File: config.mk
export PLATFORM = sky130hd
export DESIGN_NAME = dtah_entry_file
export DESIGN_NICKNAME = d
export VERILOG_FILES = /design/src/hdl/dtah_pkg.sv /design/src/hdl/dtah_entry_file.sv
export SDC_FILE = /design/constraint.sdc
export NUM_CORES = 2
export LEC_CHECK = 0
export BUFFER_PORTS_ARGS = -buffer_cell sky130_fd_sc_hd__clkbuf_2
export CORE_MARGIN = 4
export CORE_UTILIZATION = 25
export CTS_BUF_LIST = sky130_fd_sc_hd__clkbuf_4
export DETAILED_ROUTE_END_ITERATION = 8
export PLACE_DENSITY = 0.43
export SLEW_MARGIN = 20
export SYNTH_ARGS = -nofsm -noshare
export SYNTH_HDL_FRONTEND = slang
export SYNTH_SLANG_ARGS = --single-unit
File: constraint.sdc
create_clock -name aclk -period 12.3 [get_ports aclk]
set_clock_uncertainty 0.15 [all_clocks]
set_input_delay 0.615 -clock aclk [delete_from_list [all_inputs] [get_ports aclk]]
set_output_delay 0.615 -clock aclk [all_outputs]
set_load 0.005 [all_outputs]
File: src/hdl/dtah_pkg.sv
`timescale 1ns / 1ps
package dtah_pkg;

    typedef enum logic [2:0] {
        ST_IDLE,
        ST_OBS_SCAN,
        ST_OBS_WRITE,
        ST_TICK_SCAN,
        ST_RD_ADDR,
        ST_RD_DATA,
        ST_DONE
    } state_t;

    localparam logic [1:0] MODE_OBSERVE = 2'd0;
    localparam logic [1:0] MODE_TICK    = 2'd1;
    localparam logic [1:0] MODE_READ    = 2'd2;

    localparam logic [7:0] CFG_TYPE_A  = 8'd0;
    localparam logic [7:0] CFG_TYPE_B  = 8'd1;
    localparam logic [7:0] CFG_TIMEOUT = 8'd2;
    localparam logic [7:0] CFG_RECENT  = 8'd3;

    localparam logic [7:0] GAP_MARKER = 8'h81;

    localparam logic [31:0] RST_TYPE_A  = 32'd1;
    localparam logic [31:0] RST_TYPE_B  = 32'd2;
    localparam logic [31:0] RST_TIMEOUT = 32'd10000;
    localparam logic [31:0] RST_RECENT  = 32'd2000;

    typedef struct packed {
        logic [47:0] address;
        logic [7:0]  dtype;
        logic [15:0] id;
        logic [7:0]  culture;
        logic [7:0]  rssi;
        logic [31:0] seen;
    } entry_t;

    typedef struct packed {
        logic        accepted;
        logic [3:0]  slot_out;
        logic        entry_active;
        logic [47:0] address_out;
        logic [7:0]  type_out;
        logic [15:0] id_out;
        logic [7:0]  culture_out;
        logic [7:0]  current_strength_out;
        logic [7:0]  history_sample;
        logic [6:0]  history_fill;
        logic [5:0]  history_write_pos;
    } result_t;

endpackage

File: src/hdl/dtah_entry_file.sv
`timescale 1ns / 1ps
module dtah_entry_file #(
    parameter int N  = 16,
    parameter int IW = 4
) (
    input  logic             aclk,
    input  logic             aresetn,
    input  logic [IW-1:0]    rd_idx,
    output dtah_pkg::entry_t rd_data,
    input  logic             wr_en,
    input  logic [IW-1:0]    wr_idx,
    input  dtah_pkg::entry_t wr_data
);
    import dtah_pkg::*;

    entry_t ent_reg [N];

    assign rd_data = ent_reg[rd_idx];

    always_ff @(posedge aclk) begin
        if (!aresetn) begin
            for (int i = 0; i < N; i++) begin
                ent_reg[i] <= '0;
            end
        end else if (wr_en) begin
            ent_reg[wr_idx] <= wr_data;
        end
    end
endmodule

-- Word level (Yosys, flattened, before mapping)
Memories as Yosys holds them, arrays and structs flattened.
Cells that the tools add are included.
- add/sub/neg operators: 0
- equality and inequality tests: 0
- divide/modulo/power cells: 0
- bitwise operators: 0
- order comparisons: 0
- multiply operators: 0
- reduce and logical (&&, ||, !) cells: 1
- multiplexer cells: 7
- shifts and indexed selects: 0
- operator list (cell ; count):
    two-way mux 120 bit ; 1
    OR reduction 120 bit ; 1
    two-way mux 1 bit ; 5
    two-way mux 4 bit ; 1
- output and inout bits: 120
- input port bits: 131
- bits in read-only memories: 0
- register bits after elaboration: 0
- RAM bits: 1920
- latch bits: 0
- memories kept: 1
- memories (memory ; words ; width ; read ports ; clocked after Yosys merged registers in ; wr ports ; RTL line ; RTL):
    ent_reg ; 16 ; 120 ; 1 ; 0 ; 16 ; dtah_entry_file.sv:16 ; entry_t ent_reg [N];

-- Depth between registers and ports, before layout
- word-level depth: 5
- mapped depth: 7

-- Least setup slack after synthesis
No wires, ideal clock.
- kind: input-to-reg
- start: in aresetn
- end: mem ent_reg[5][0] (netlist bit) (enable)
- stages: 3
- required time: 11385 ps
- setup time: 765 ps
- path slack: 1900 ps
- data arrival time: 9485 ps
- cell sequence: buf_2 > nand4b_1 > o21ai_0
- RTL lines (item ; RTL line ; RTL):
    from (decl) ; dtah_entry_file.sv:7 ; input logic aresetn,
    to (decl) ; dtah_entry_file.sv:16 ;

==> key figures <==
Run status
  • Status: completed

Die
  • Initial Utilization: 0.252
  • Core Region: 338000 sq um
  • Die Y: 591 microns
  • Die area: 349000 sq um
  • Num rows: 213
  • # IOs: 251
  • Chip width: around 590 microns

GRT
  • Pin count of the biggest net entering global routing: 130
  • First-pass GRT wire length: 409 mm
  • Vias in the first global route: 52.6k
  • Global Route Usage Sum: 0.164
  • Gr ovfl total: 0
  • Antenna violations before repair: roughly 70

Pwr
  • Total power: 15.0 mW
  • Internal Pwr Total: 11.3 mW
  • Clock share of power: 0.409
  • P per Cell Area: 150 nW/um^2
  • Switching share of power: 0.243
  • Comb power frac: 0.079
  • Sw Pwr: about 3.6 mW
  • Leak: 34.5 nW
  • Worst vdd ir: 0.0615 mV
  • Seq pwr share: 0.512

Yosys
  • Mean post-synth cell area: 16.3 sq um
  • Syn_nets: about 5.3k
  • Warnings from Yosys: 0
  • Sequential fraction of the synthesis area: 0.679
  • Synth unique cells: 21
  • Synth Cell Area: approximately 85000 sq um
  • #FFs+latches synth: 1920
  • Syn Inst Count: 5212

Critical path
  • CP endpoint kind: output pin
  • Worst path slowest cell: buf_4
  • Critical path arrival: 4.48 ns
  • Worst EP required: 11.53 ns
  • Crit path max fanout: 87
  • Crit-path max cell delay: between 0.7 and 0.8 ns
  • CP Cell Sequence: buf_8, buf_12, buf_4, mux4_2, a22oi_1, nand2_1, clkbuf_2
  • Startpoint types: input port
  • WS Path Type: input port to output pin

Placement
  • GPL Wtd Cong: 0.698
  • Pre-CTS setup slack: 6.74 ns
  • Port bufs: 250
  • DPL Wire Length: 146 mm
  • Placed insts: 9589

STA
  • Final period util: 0.426
  • Setup TNS: 0 ns
  • Fin crit period: 5.24 ns
  • Setup violators final: 0
  • Final hold violation count: 0
  • RSZ-0062 raised after global routing: false
  • Final worst slack: between 7 and 8 ns
  • Slew Viols, Final: 0
  • Fmax: 0.191 GHz
  • Slew @ Worst Pin: 1.09 ns
  • Relative slew slack: 0.274

Final layout
  • Max reg flops: 1920
  • Final std cells w/o fill: 10.7k
  • Area delta synth->final: 17.0%
  • Fin nets: about 5.9k
  • Layout cells sized above 1: 0.281
  • Final Util: 0.294

Clock network
  • H-tree depth: 6
  • CTS sink cnt: 1920
  • CTS clk-pin slew, worst paths: 0.07 ns
  • Hold Buf Count CTS: 125
  • Number of buffers created by CTS: 548
  • Clock Tree Buf Depth: 4
  • CTS tree: yes
  • Cts repair resizes: 0
  • Post-CTS setup buffer count: 0
  • CTS root buf: clkbuf_4

Route
  • Post-route ant nets: 0
  • Total wire length: about 290 mm
  • Drt pass-1 iters: 5
  • Wirelength per Cell: 27.1 microns
  • Initial DRC count: roughly 5.3k
  • # DRC: 0
  • Vias per cell: 4.57
  • Vias: 48.7k

Worst hold path
  • Hold crit path type: input port to register

Flow run
  • Max cap viols: 0
## cells by family (layout without fill, tap and decap cells)
kind of cell | count (synthesis) | count (layout) | share of synthesized area
flip-flops | 1920 | 1920 | 0.679
AND/OR/NAND/NOR | 2071 | 2071 | 0.149
multiplexers | 480 | 480 | 0.127
buffers and inverters | 489 | 1376 | 0.0235
other | 0 | 38 | 0
AO/OA/AOI/OAI | 252 | 252 | 0.0219
## worst max-delay path: cells and delay by family
family,cells,cell delay (ns)
buf+inv,4,2.15
compound gates,1,0.41
simple gates,1,0.32
mux,1,0.61
## Yosys cell counts
cell / number / area share
mux4_2: 480 / 0.13
nand2b_1: 6 / 0.00044
and2_1: 1921 / 0.14
clkbuf_2: 5 / 0.00029
nand4b_1: 1 / 0.00010
nor2b_1: 2 / 0.00015
nand2_1: 121 / 0.0053
buf_4: 20 / 0.0018
o21ai_0: 12 / 0.00071
nand4b_2: 1 / 0.00018
buf_2: 51 / 0.0030
edfxtp_1: 1920 / 0.68
buf_1: 21 / 0.00093
nand4bb_1: 1 / 0.00013
nor3_2: 3 / 0.00035
clkbuf_1: 390 / 0.017
nor3_1: 1 / 0.000059
nand4_1: 1 / 0.000074
nor2_1: 13 / 0.00057
a22oi_1: 240 / 0.021
buf_6: 2 / 0.00027
## final timing paths
check	start	to	slack (ns)	depth (start not counted)
max	rd_idx[0]	rd_data[101]	7.06	7
min	wr_data[48]	ent_reg[0][48]	0.23	3
## cells in the final DEF (no fill, tap or decap), types with 2 or more instances in the layout
| master | instances |
|---|---|
| a22oi_1 | 240 |
| nor2b_4 | 2 |
| mux4_2 | 480 |
| nor2_4 | 13 |
| inv_2 | 16 |
| nor3_4 | 3 |
| edfxtp_1 | 1920 |
| clkinv_1 | 55 |
| dlygate4sd3_1 | 125 |
| buf_12 | 21 |
| nand2b_4 | 4 |
| nand2b_1 | 2 |
| clkbuf_2 | 248 |
| clkbuf_4 | 806 |
| clkinv_2 | 5 |
| bufinv_16 | 17 |
| o21ai_4 | 12 |
| buf_8 | 2 |
| nand2_1 | 121 |
| and2_1 | 1920 |
| buf_4 | 80 |
| diode_2 | 38 |
## area by class of cell
class	count	area, sq um
fill	33781	238000
sequential	1920	57700
multi-input combinational	2803	25600
clock buffer	806	6050
tap	4515	5650
timing repair buffer	476	3540
clock inverter	94	810
antenna	38	95.1
## stage by stage
step	hold WS [ns]	cell area, sq um
after floorplan	0.663	85000
after global placement	0.953	91200
after detailed placement	0.960	91200
after CTS	0.0182	99300
after global routing	0.0623	99400
final	0.230	99400
## power groups by stage
stage / sequential, mW / clock [mW] / combinational, mW
after global routing: 7.69 / 6.70 / 1.27
after global placement: 7.79 / 0 / 1.18
after detailed placement: 7.81 / 0 / 1.18
after floorplan: 7.84 / 0 / 0.630
final: 7.66 / 6.11 / 1.18
after CTS: 7.67 / 6.33 / 1.22
## routing by layer
metal  wire length [microns]  global-route usage  up-vias
met5                     168                   0        -
met4                    5150              0.0357       28
met3                   20200              0.0329      410
met2                  133000               0.256     1870
met1                  130000               0.235    25618
li1                        -                   -    20769
(Power assumes the default switching activity.)
